`config.mk`:
```
export PLATFORM = sky130hd
export DESIGN_NAME = node_join_backoff_handshake_unit
export DESIGN_NICKNAME = d
export VERILOG_FILES = /design/src/hdl/njbh_pkg.sv /design/src/hdl/node_join_backoff_handshake_unit.sv
export SDC_FILE = /design/constraint.sdc
export NUM_CORES = 1
export LEC_CHECK = 0
export ABC_AREA = 1
export BUFFER_PORTS_ARGS = -buffer_cell sky130_fd_sc_hd__buf_2
export CAP_MARGIN = 30
export CORE_UTILIZATION = 34
export DETAILED_ROUTE_END_ITERATION = 10
export GPL_TIMING_DRIVEN = 0
export PLACE_DENSITY = 0.5
export SLEW_MARGIN = 0
export SYNTH_ARGS = -nofsm -noshare
export SYNTH_HDL_FRONTEND = slang
export SYNTH_SLANG_ARGS = --single-unit
export TNS_END_PERCENT = 5
```
`constraint.sdc`:
```
create_clock -name aclk -period 6.5 [get_ports aclk]
set_input_delay 0.325 -clock aclk [delete_from_list [all_inputs] [get_ports aclk]]
set_output_delay 0.325 -clock aclk [all_outputs]
set_load 0.01 [all_outputs]
```
`src/hdl/njbh_pkg.sv`:
```
// ----------------------------------------------------------------------------
// Join handshake package
// Shared types and codes for the node join backoff handshake unit.
// ----------------------------------------------------------------------------
package njbh_pkg;

    // Join phase of the node.
    typedef enum logic [1:0] {
        PH_POWER   = 2'd0,
        PH_CONNECT = 2'd1,
        PH_RUN     = 2'd2
    } phase_t;

    // Message command codes.
    localparam logic [7:0] CMD_CONNECT = 8'd1;
    localparam logic [7:0] CMD_ACCEPT  = 8'd2;

    // Input item kinds.
    localparam logic MODE_STEP = 1'b0;
    localparam logic MODE_MSG  = 1'b1;

    // Role codes.
    localparam logic ROLE_MEMBER = 1'b0;
    localparam logic ROLE_LEADER = 1'b1;

    // Payload size of an accept message in bytes.
    localparam logic [1:0] ACCEPT_SIZE = 2'd2;

    // Register indexes (byte address divided by four).
    localparam logic [2:0] REG_ROLE            = 3'd0;
    localparam logic [2:0] REG_LEADER_ID       = 3'd1;
    localparam logic [2:0] REG_FIRST_MEMBER_ID = 3'd2;
    localparam logic [2:0] REG_MAX_RETRIES     = 3'd3;
    localparam logic [2:0] REG_FIRST_BACKOFF   = 3'd4;

    // One result item.
    typedef struct packed {
        logic [1:0]  join_phase;
        logic [15:0] node_id;
        logic [7:0]  send_data;
        logic [1:0]  send_size;
        logic [15:0] send_target;
        logic [7:0]  send_cmd;
        logic        send_valid;
    } result_t;

endpackage

```
`src/hdl/node_join_backoff_handshake_unit.sv`:
```
// ----------------------------------------------------------------------------
// Node join backoff handshake unit
// Runs the join handshake as member or leader and reports each step.
// ----------------------------------------------------------------------------
// Usage:
//   The input stream (s_*) carries one item per transfer: s_tuser selects a
//   loop step (0) or a received message (1); s_tdata holds now_ticks,
//   msg_cmd and msg_data. Every accepted item produces exactly one result on
//   the output stream (m_*), holding any message to send, the node id and
//   the join phase after the item.
//   The result is registered and valid in the cycle after the input transfer.
//   Throughput is one item per cycle while the receiver keeps up: all state
//   updates are a subtract, an add, compares and selects feeding the result register.
//   The result register frees itself in the cycle it is taken, so a new
//   item is accepted while the current result is being consumed. When the
//   receiver stalls, the held result stays put and s_tready drops until it
//   is taken.
//   The APB port writes the five configuration registers at byte addresses
//   0, 4, 8, 12 and 16; it must only be written while the unit is idle.
//   Synchronous reset (aresetn low) returns the phase to power, clears all
//   handshake state, empties the result register and restores register
//   defaults: member role, leader id 1, member id 2, 8 retries, backoff 10.
// ----------------------------------------------------------------------------
module node_join_backoff_handshake_unit (
    input  logic        aclk,
    input  logic        aresetn,
    // Configuration port
    input  logic        psel,
    input  logic        penable,
    input  logic        pwrite,
    input  logic [4:0]  paddr,
    input  logic [31:0] pwdata,
    output logic [31:0] prdata,
    output logic        pready,
    // Input stream
    input  logic        s_tvalid,
    output logic        s_tready,
    input  logic [47:0] s_tdata,   // now_ticks[31:0], msg_cmd[39:32], msg_data[47:40]
    input  logic        s_tuser,   // mode
    // Result stream
    output logic        m_tvalid,
    input  logic        m_tready,
    output logic [55:0] m_tdata    // send_valid[0], send_cmd[8:1], send_target[24:9],
                                   // send_size[26:25], send_data[34:27],
                                   // node_id[50:35], join_phase[52:51], zero[55:53]
);

    // Configuration registers.
    logic        role_reg;
    logic [15:0] leader_id_reg;
    logic [7:0]  first_member_id_reg;
    logic [3:0]  max_retries_reg;
    logic [15:0] first_backoff_reg;

    // Handshake state.
    njbh_pkg::phase_t phase_reg, phase_next;
    logic        accepted_reg, accepted_next;
    logic        waiting_reg, waiting_next;
    logic        pending_reg, pending_next;
    logic [3:0]  retries_reg, retries_next;
    logic [31:0] start_time_reg, start_time_next;
    logic [31:0] backoff_reg, backoff_next;
    logic [15:0] own_id_reg, own_id_next;

    // Result register.
    logic              out_valid_reg, out_valid_next;
    njbh_pkg::result_t result_reg, result_next;

    logic        in_fire;
    logic        cfg_write;
    logic [2:0]  cfg_idx;
    logic        in_mode;
    logic [31:0] in_now;
    logic [7:0]  in_cmd;
    logic [7:0]  in_data;
    logic [31:0] elapsed;

    assign in_mode = s_tuser;
    assign in_now  = s_tdata[31:0];
    assign in_cmd  = s_tdata[39:32];
    assign in_data = s_tdata[47:40];

    // The result register is free when empty or being taken this cycle.
    assign s_tready = !out_valid_reg || m_tready;
    assign in_fire  = s_tvalid && s_tready;

    // Configuration write and read decode.
    assign pready    = 1'b1;
    assign cfg_idx   = paddr[4:2];
    assign cfg_write = psel && penable && pwrite && pready;

    always_comb begin
        case (cfg_idx)
            njbh_pkg::REG_ROLE:            prdata = {31'd0, role_reg};
            njbh_pkg::REG_LEADER_ID:       prdata = {16'd0, leader_id_reg};
            njbh_pkg::REG_FIRST_MEMBER_ID: prdata = {24'd0, first_member_id_reg};
            njbh_pkg::REG_MAX_RETRIES:     prdata = {28'd0, max_retries_reg};
            njbh_pkg::REG_FIRST_BACKOFF:   prdata = {16'd0, first_backoff_reg};
            default:                       prdata = 32'd0;
        endcase
    end

    always_ff @(posedge aclk) begin
        if (!aresetn) begin
            role_reg            <= njbh_pkg::ROLE_MEMBER;
            leader_id_reg       <= 16'd1;
            first_member_id_reg <= 8'd2;
            max_retries_reg     <= 4'd8;
            first_backoff_reg   <= 16'd10;
        end else if (cfg_write) begin
            case (cfg_idx)
                njbh_pkg::REG_ROLE:            role_reg            <= pwdata[0];
                njbh_pkg::REG_LEADER_ID:       leader_id_reg       <= pwdata[15:0];
                njbh_pkg::REG_FIRST_MEMBER_ID: first_member_id_reg <= pwdata[7:0];
                njbh_pkg::REG_MAX_RETRIES:     max_retries_reg     <= pwdata[3:0];
                njbh_pkg::REG_FIRST_BACKOFF:   first_backoff_reg   <= pwdata[15:0];
                default: ;
            endcase
        end
    end

    // Ticks since the wait was armed, modulo 2^32.
    assign elapsed = in_now - start_time_reg;

    // Next state and result of the current item.
    always_comb begin
        phase_next      = phase_reg;
        accepted_next   = accepted_reg;
        waiting_next    = waiting_reg;
        pending_next    = pending_reg;
        retries_next    = retries_reg;
        start_time_next = start_time_reg;
        backoff_next    = backoff_reg;
        own_id_next     = own_id_reg;
        result_next     = '0;

        if (role_reg == njbh_pkg::ROLE_MEMBER) begin
            if (in_mode == njbh_pkg::MODE_STEP) begin
                case (phase_reg)
                    njbh_pkg::PH_POWER: begin
                        phase_next = njbh_pkg::PH_CONNECT;
                    end
                    njbh_pkg::PH_CONNECT: begin
                        if (accepted_reg) begin
                            phase_next = njbh_pkg::PH_RUN;
                        end else if (retries_reg < max_retries_reg) begin
                            if (!waiting_reg) begin
                                // Arm the wait; the second wait loads the first backoff.
                                waiting_next    = 1'b1;
                                start_time_next = in_now;
                                if (retries_reg == 4'd1) begin
                                    backoff_next = {16'd0, first_backoff_reg};
                                end
                            end else if (elapsed > backoff_reg) begin
                                // Backoff expired: send a connect request.
                                backoff_next            = {backoff_reg[30:0], 1'b0};
                                waiting_next            = 1'b0;
                                retries_next            = retries_reg + 4'd1;
                                result_next.send_valid  = 1'b1;
                                result_next.send_cmd    = njbh_pkg::CMD_CONNECT;
                                result_next.send_target = leader_id_reg;
                            end
                        end
                    end
                    njbh_pkg::PH_RUN: begin
                    end
                    default: begin
                        // Undefined phase code recovers into connect.
                        phase_next = njbh_pkg::PH_CONNECT;
                    end
                endcase
            end else if (in_cmd == njbh_pkg::CMD_ACCEPT) begin
                accepted_next = 1'b1;
                own_id_next   = {8'd0, in_data};
            end
        end else begin
            if (in_mode == njbh_pkg::MODE_STEP) begin
                if (phase_reg == njbh_pkg::PH_POWER) begin
                    own_id_next = leader_id_reg;
                    phase_next  = njbh_pkg::PH_RUN;
                end else if (phase_reg == njbh_pkg::PH_RUN && pending_reg) begin
                    // Answer the pending connect request.
                    result_next.send_valid = 1'b1;
                    result_next.send_cmd   = njbh_pkg::CMD_ACCEPT;
                    result_next.send_size  = njbh_pkg::ACCEPT_SIZE;
                    result_next.send_data  = first_member_id_reg;
                    pending_next           = 1'b0;
                end
            end else if (in_cmd == njbh_pkg::CMD_CONNECT) begin
                pending_next = 1'b1;
            end
        end

        result_next.node_id    = own_id_next;
        result_next.join_phase = phase_next;
    end

    // Output valid: set by an accepted item, cleared when taken.
    always_comb begin
        out_valid_next = out_valid_reg;
        if (in_fire) begin
            out_valid_next = 1'b1;
        end else if (m_tready) begin
            out_valid_next = 1'b0;
        end
    end

    // State and result registers advance on each accepted item.
    always_ff @(posedge aclk) begin
        if (!aresetn) begin
            phase_reg      <= njbh_pkg::PH_POWER;
            accepted_reg   <= 1'b0;
            waiting_reg    <= 1'b0;
            pending_reg    <= 1'b0;
            retries_reg    <= 4'd0;
            start_time_reg <= 32'd0;
            backoff_reg    <= 32'd0;
            own_id_reg     <= 16'd0;
            out_valid_reg  <= 1'b0;
        end else begin
            out_valid_reg <= out_valid_next;
            if (in_fire) begin
                phase_reg      <= phase_next;
                accepted_reg   <= accepted_next;
                waiting_reg    <= waiting_next;
                pending_reg    <= pending_next;
                retries_reg    <= retries_next;
                start_time_reg <= start_time_next;
                backoff_reg    <= backoff_next;
                own_id_reg     <= own_id_next;
            end
        end
    end

    always_ff @(posedge aclk) begin
        if (in_fire) begin
            result_reg <= result_next;
        end
    end

    assign m_tvalid = out_valid_reg;
    assign m_tdata  = {3'd0, result_reg};

    // A stalled result blocks new input.
    assert property (@(posedge aclk) disable iff (!aresetn)
        (m_tvalid && !m_tready) |-> !s_tready)
        else $error("input accepted while result stalled");

    // A message in a result is always a connect or an accept.
    assert property (@(posedge aclk) disable iff (!aresetn)
        (m_tvalid && m_tdata[0]) |->
            (m_tdata[8:1] == njbh_pkg::CMD_CONNECT || m_tdata[8:1] == njbh_pkg::CMD_ACCEPT))
        else $error("unknown command in result");

    // Each retry step goes out with a connect request.
    assert property (@(posedge aclk) disable iff (!aresetn)
        (in_fire && retries_next != retries_reg) |=>
            (m_tvalid && m_tdata[0] && m_tdata[8:1] == njbh_pkg::CMD_CONNECT))
        else $error("retry counted without connect request");

    // An accept is only sent by a leader in run phase.
    assert property (@(posedge aclk) disable iff (!aresetn)
        (in_fire && result_next.send_cmd == njbh_pkg::CMD_ACCEPT) |->
            (role_reg == njbh_pkg::ROLE_LEADER && phase_reg == njbh_pkg::PH_RUN))
        else $error("accept sent outside leader run phase");

endmodule

```
==> results of run 1 <==
## per-stage QoR
step	setup WS (ns)	util	total power [W]
after detailed placement	2.20	0.389	0.00170
after floorplan	3.13	-	0.00155
after global routing	1.95	0.409	0.00286
final	2.46	0.409	0.00272
after global placement	2.20	0.389	0.00169
after CTS	2.38	0.409	0.00276
## cell families after synthesis
| kind of cell | after synthesis | synth area share |
|---|---|---|
| other | 2 | 0.000731 |
| AO/OA/AOI/OAI | 345 | 0.185 |
| AND/OR/NAND/NOR | 452 | 0.183 |
| adder cells (fa/ha/maj) | 73 | 0.0896 |
| flip-flops | 181 | 0.397 |
| buffers and inverters | 282 | 0.119 |
| XOR/XNOR | 31 | 0.0264 |
## power breakdown
group | switching [W] | internal, W
combinational | 0.000288 | 0.000179
clock | 0.000508 | 0.000547
sequential | 0.0000114 | 0.00119
total | 0.000807 | 0.00192
## synth_stat cells (all sizes together), types with 3 or more instances
master  instances  area (um^2)
a21o            9         67.6
a21oi         151          756
a221o           3         30.0
a221oi          3         26.3
buf            43          319
clkbuf         28          105
dfxtp         135         2700
edfxtp         46         1380
ha             72          901
inv           210          791
nand2         241          932
nand3          25          130
nand4          10         68.8
nor2          154          583
nor3           14          103
o211ai         14          105
o21a            3         22.5
o21ai         126          631
o21bai          3         22.5
o221ai         10         87.6
o22ai          19          119
xnor2           9         78.8
xor2           22          193
## worst paths after layout
path	from	endpoint	slack, ns	cells after the start
worst min register to register	start_time_reg[26]$_SDFFE_PN0P_	start_time_reg[26]$_SDFFE_PN0P_	0.46	2
worst min-delay path	pwdata[1]	first_backoff_reg[1]$_SDFFE_PN1P_	0.17	3
worst max-delay path	start_time_reg[0]$_SDFFE_PN0P_	m_tdata[0]$_DFFE_PP_	2.46	22
worst max register to register	start_time_reg[0]$_SDFFE_PN0P_	m_tdata[0]$_DFFE_PP_	2.46	22
## layer usage
layer / up-vias / GRT usage / wire, um
met5: - / 0 / 0
met4: 0 / 0.0467 / 212
met3: 13 / 0.0266 / 1270
met2: 202 / 0.287 / 12700
met1: 4159 / 0.262 / 13800
li1: 4794 / - / -
## worst register-to-register path, delay by kind of cell, from the launching register on
kind	cells	cell delay, ns
and+or+nand+nor	11	1.37
adders and majority gates	3	0.83
buffers and inverters	4	0.54
AOI/OAI and AO/OA	3	0.54
DFF	1	0.33
xor gates and xnor gates	1	0.16
## final cells by class
| class | count | share of cell area |
|---|---|---|
| multi-input combinational | 928 | 0.417 |
| sequential | 181 | 0.336 |
| inverter | 211 | 0.0653 |
| timing repair buffer | 139 | 0.0584 |
| tap | 390 | 0.0401 |
| clock buffer | 17 | 0.0350 |
| buffer | 71 | 0.0350 |
| clock inverter | 15 | 0.0136 |
| antenna | 2 | 0.000411 |
==> run metrics, run 1 <==
initial cell density of the core 0.346; crit path launch type flop; # clock sinks roughly 180; dpl cell area ~12,000 um^2; synth warn 0; Max Fclk 0.247 GHz; final hold slack 0.173 ns; commonest non-fill, non-tap cell in the layout nand2_1; storage element area approximately 4100 um^2; Die ar. 30,900 um^2; Setup Viol. Count Final 0; H-Tree Level Count 4; pin count of the biggest net entering global routing 39; Crit Path Class reg2reg; worst-path maximum fanout 10; Post-Syn Area 10,300 um^2; IO Count approximately 180; CP required approximately 6.7 ns; CP peak stage delay 0.40 ns; GPL Wtd Cong 0.830; Post-CTS Setup Bufs 0; number of synthesized register bits 181; DP Wirelength approximately 22,000 um; Mapped Cells roughly 1,400; Yosys cell types slightly below 50; Die H 176 um; vias in the first global route 8,367; Worst Path Arrival 4.22 ns; Hold Fails Final Rpt 0; Crit. End Element flop; Vias per Instance 4.69; IO buf count 138; antenna violations before repair 2; Layout Cells excl Fill 1,954; PwrDens between 200 and 250 nW/um^2; share of layout cells above drive strength 1 0.151; Clock Latency Late Sink 0.44 ns; PostCTS Resize Cnt 0; routed len/inst 14.3 um; DP Cell Count 1,920; core area a little under 30,000 um^2; Post-synth top flop dfxtp_1; Layout area overhead 18.4%; Filler cells just over 3,000; status finished, final reports clean; sequential area share after synthesis 0.397; Avg Cell Area, Syn approximately 7.5 um^2; RSZ-0062 raised after global routing false; maxcap violations 0; Max stage delay cell, worst path fa_1; worst-path cell chain ha_1 -> inv_1 -> fa_1 -> nand3_1 -> nand2_1 -> a21oi_1 -> inv_1 -> nand3_1 -> nand3_1 -> nand2_1 -> o211ai_1 -> xor2_1 -> ha_1 -> nand2_1 -> nor2_1 -> nor3b_2 -> a21oi_1 -> nand3_1 -> nor2_2 -> inv_2 -> buf_6 -> nand2_1; Slew headroom 0.511; vias after detailed routing ~9,200; Worst Max-Slew Pin Slew 0.733 ns; post-route ant nets 0; CP Buf/Inv Count 4; clk buf depth 2; hold_buf cts 0; Min-Delay Path Class in2reg; Crit path max-delay family simple AND/OR/NAND/NOR gates; Post-synth EDFFs 46; max-slew violation count 0; min cycle time layout 4.04 ns; GRT Residual Overflow 0; Clock Tree Root clkbuf_16; peak supply drop between 0.00015 and 0.0002 V; Die W 176 um; CTS Buf Count 17; Tot GR Track Use 0.183; Nets 1,715; total negative slack 0 ns; initial DRC count 521; first-pass GRT wire length 44,600 um; std cell rows 63; final worst path period share 0.622; ys async rst share 0; fin area 12,200 um^2; DRC 0; Final Skew 0.0131 ns; First-pass DRT Iterations 5; Multi-input gate area 5070 um^2; commonest non-fill, non-tap cells in the layout nand2_1, inv_1, nor2_1; max reg flops 46; total wire length 28,000 um; CTS tree yes; Pleak between 5 and 6 nW; Reg clk slew, reported paths 0.08 ns
No activity file was read; power rests on OpenSTA's default activity.
==> run 2, diff against run 1 <==
--- a/config.mk
+++ b/config.mk
@@ -5,13 +5,13 @@
 export SDC_FILE = /design/constraint.sdc
 export NUM_CORES = 1
 export LEC_CHECK = 0
-export ABC_AREA = 1
+export ABC_AREA = 0
 export BUFFER_PORTS_ARGS = -buffer_cell sky130_fd_sc_hd__buf_2
 export CAP_MARGIN = 30
 export CORE_UTILIZATION = 34
 export DETAILED_ROUTE_END_ITERATION = 10
 export GPL_TIMING_DRIVEN = 0
-export PLACE_DENSITY = 0.5
+export PLACE_DENSITY = 0.52
 export SLEW_MARGIN = 0
 export SYNTH_ARGS = -nofsm -noshare
 export SYNTH_HDL_FRONTEND = slang
==> constraint.sdc (replaced) <==
create_clock -name aclk -period 3.7 [get_ports aclk]
set_input_delay 0.185 -clock aclk [delete_from_list [all_inputs] [get_ports aclk]]
set_output_delay 0.185 -clock aclk [all_outputs]
set_load 0.01 [all_outputs]
==> run metrics, run 2 <==
status finished, violations left; failing checks setup timing; std cell rows 63 (unchanged); post-route ant nets 0 (unchanged); Die ar. 31,400 um^2 (+1.5%); Final Skew 0.0160 ns (+0.00287 ns); antenna violations before repair 0 (-2); Die W 177 um (+0.74%); storage element area 4090 um^2 (about the same); Post-synth EDFFs 46 (unchanged); Slew headroom 0.396 (-0.116); CTS Buf Count 17 (unchanged); Worst Max-Slew Pin Slew 0.899 ns (+0.166 ns); # clock sinks 181 (unchanged); DP Wirelength 20,800 um (-6.0%); count leader, synth nand2_1; ys async rst share 0 (unchanged); number of synthesized register bits 181 (unchanged); H-Tree Level Count 4 (unchanged); IO buf count 136 (-1.4%); Mapped Cells 1,207 (-12%); Yosys cell types 70 (+43%); maxcap violations 0 (unchanged); Nets 1,604 (-6.5%); RSZ-0062 raised after global routing true; post-synth top area share 0.259 (-0.00391); worst-path maximum fanout 5 (-5); vias in the first global route 8,414 (+0.56%); peak supply drop 0.000293 V (+77%); synth warn 0 (unchanged); PnR worst setup slack -1.07 ns (-3.52 ns); Die H 177 um (+0.74%); Clock Latency Late Sink 0.44 ns (about the same); Avg Cell Area, Syn 8.65 um^2 (+15%); CP dominant cell by count a21oi_2; sequential area share after synthesis 0.391 (-0.00591); core area 30,000 um^2 (+0.80%); CTS tree yes; vias after detailed routing 8,982 (-2.0%); first-pass GRT wire length 44,100 um (-1.1%); crit path launch type flop; GPL Wtd Cong 0.856 (+3.1%); Layout area overhead 25.8%; clk buf depth 2 (unchanged); Pleak 5.23 nW (-1.1%); Multi-input gate area 5980 um^2 (+18%); Setup Viol. Count Final 55 (+55); routed len/inst 15.0 um (+4.9%); Reg clk slew, reported paths 0.08 ns (about the same); worst-path cell chain ha_4 -> inv_2 -> fa_2 -> a21oi_2 -> o21a_2 -> o21ai_4 -> a2111oi_4 -> o41ai_4 -> a21o_1 -> a21oi_2 -> xnor2_1 -> ha_1 -> nand4_1 -> or3_4 -> or2_4 -> o31a_1 -> and3_4 -> a32o_2 -> clkbuf_8 -> o21ai_2 -> o211a_1; CP Buf/Inv Count 2 (-2); Hold Fails Final Rpt 0 (unchanged); Clock Tree Root clkbuf_16; total power 0.00473 W (+74%); final worst path period share 1.29 (+0.666); First-pass DRT Iterations 5 (unchanged); Filler cells 3,061 (-1.8%); Ant. Diodes 0 (-2); Post-Syn Area 10,400 um^2 (+1.5%); PwrDens 360 nW/um^2 (+61%); Crit. End Element flop; IO Count 184 (unchanged); commonest non-fill, non-tap cells in the layout nand2_1, buf_2, dfxtp_1; Crit Path Class reg2reg; pin count of the biggest net entering global routing 34 (-13%); FF-to-FF setup slack -1.07 ns (-3.52 ns); initial DRC count 439 (-16%); share of layout cells above drive strength 1 0.198 (+0.0474); Crit path max-delay family compound AO/OA/AOI/OAI gates; worst slack at placement -1.65 ns (-3.84 ns); Tot GR Track Use 0.178 (-0.00501); initial cell density of the core 0.348 (+0.00245); Vias per Instance 4.88 (+4.0%); GRT Residual Overflow 0 (unchanged); DRC 0 (unchanged); max reg flops 46 (unchanged); commonest non-fill, non-tap cell in the layout nand2_1; top post-synthesis cells by area dfxtp_1, edfxtp_1, ha_1; Min-Delay Path Class in2reg; CP required 4.09 ns (-2.59 ns); CP peak stage delay 0.46 ns (+0.06 ns); Post-synth top flop dfxtp_1; top cells by count, synth nand2_1, dfxtp_1, inv_1, ha_1, a21boi_1; post-synth top area cell dfxtp_1; Max stage delay cell, worst path a2111oi_4; Worst Path Arrival 5.15 ns (+0.93 ns); min cycle time layout 4.77 ns (+0.725 ns); Max Fclk 0.210 GHz (-15%); max-slew violation count 0 (unchanged); total wire length 27,700 um (-1.2%)
-- run 2: per-stage QoR --
| step | TNS [ns] | area (um^2) | util | hold slack [ns] | cells |
|---|---|---|---|---|---|
| 2_1_floorplan | -34.01 | 10600 | - | 0.309 | 1232 |
| 3_3_place_gp | -78.11 | 11800 | 0.393 | 0.433 | 1758 |
| 3_5_place_dp | -77.63 | 11800 | 0.394 | 0.440 | 1759 |
| 4_1_cts | -55.98 | 13100 | 0.436 | 0.000947 | 1839 |
| 5_1_grt | -62.91 | 13100 | 0.438 | 0.000236 | 1841 |
| 6_report | -51.92 | 13100 | 0.438 | 0.0176 | 1841 |
-- run 2: cell type report --
type / instances / share of cell area
flip-flops and latches: 181 / 0.311
plain buffers: 87 / 0.0374
inverters: 82 / 0.0234
clock buffers: 17 / 0.0324
well taps: 390 / 0.0372
repair buffers: 187 / 0.0891
multi-input cells: 882 / 0.455
clock inverters: 15 / 0.0140
-- run 2: path summary, 6_finish.rpt --
path | start | to | depth (start not counted)
worst min register to register | start_time_reg[17]$_SDFFE_PN0P_ | start_time_reg[17]$_SDFFE_PN0P_ | 2
worst max register to register | start_time_reg[0]$_SDFFE_PN0P_ | backoff_reg[14]$_SDFFE_PN0P_ | 21
worst max-delay path | start_time_reg[0]$_SDFFE_PN0P_ | backoff_reg[14]$_SDFFE_PN0P_ | 21
worst min-delay path | s_tdata[31] | start_time_reg[31]$_SDFFE_PN0P_ | 3
-- run 2: power by group --
| group | switching (W) | internal [W] | total, W | leakage, nW |
|---|---|---|---|---|
| Combinational | 0.000423 | 0.000343 | 0.000766 | 3.38 |
| Clock | 0.000911 | 0.000977 | 0.00189 | 0.297 |
| Sequential | 0.0000151 | 0.00206 | 0.00208 | 1.56 |
| Total | 0.00135 | 0.00338 | 0.00473 | 5.23 |
-- run 2: routing by layer --
layer | part of all wire | routed length [um] | vias to the layer above | global-route usage
met5 | 0 | 0 | - | 0
met4 | 0.010 | 287 | 0 | 0.0377
met3 | 0.038 | 1040 | 14 | 0.0324
met2 | 0.46 | 12700 | 173 | 0.297
met1 | 0.49 | 13600 | 4183 | 0.238
li1 | - | - | 4612 | -
-- run 2: cell families after synthesis --
family / Yosys count / synth area share
fa+ha+maj: 73 / 0.0882
other cells: 2 / 0.000720
simple gates: 408 / 0.183
buf+inv: 170 / 0.0733
mux: 36 / 0.0349
xor+xnor: 31 / 0.0260
compound gates: 306 / 0.203
flops: 181 / 0.391
-- run 2: worst min-delay path: cells and delay by family --
| kind | cells | cell delay [ns] |
|---|---|---|
| compound gates | 1 | 0.05 |
| buf+inv | 1 | 0.12 |
| simple gates | 1 | 0.05 |
-- run 2: repair_timing --
item	CTS	global route
pin swaps	34	12
setup endpoints to repair	55	55
gates cloned	3	0
hold buffers	35	0
setup buffers	11	2
hold endpoints to repair	37	0
resized for setup	59	20
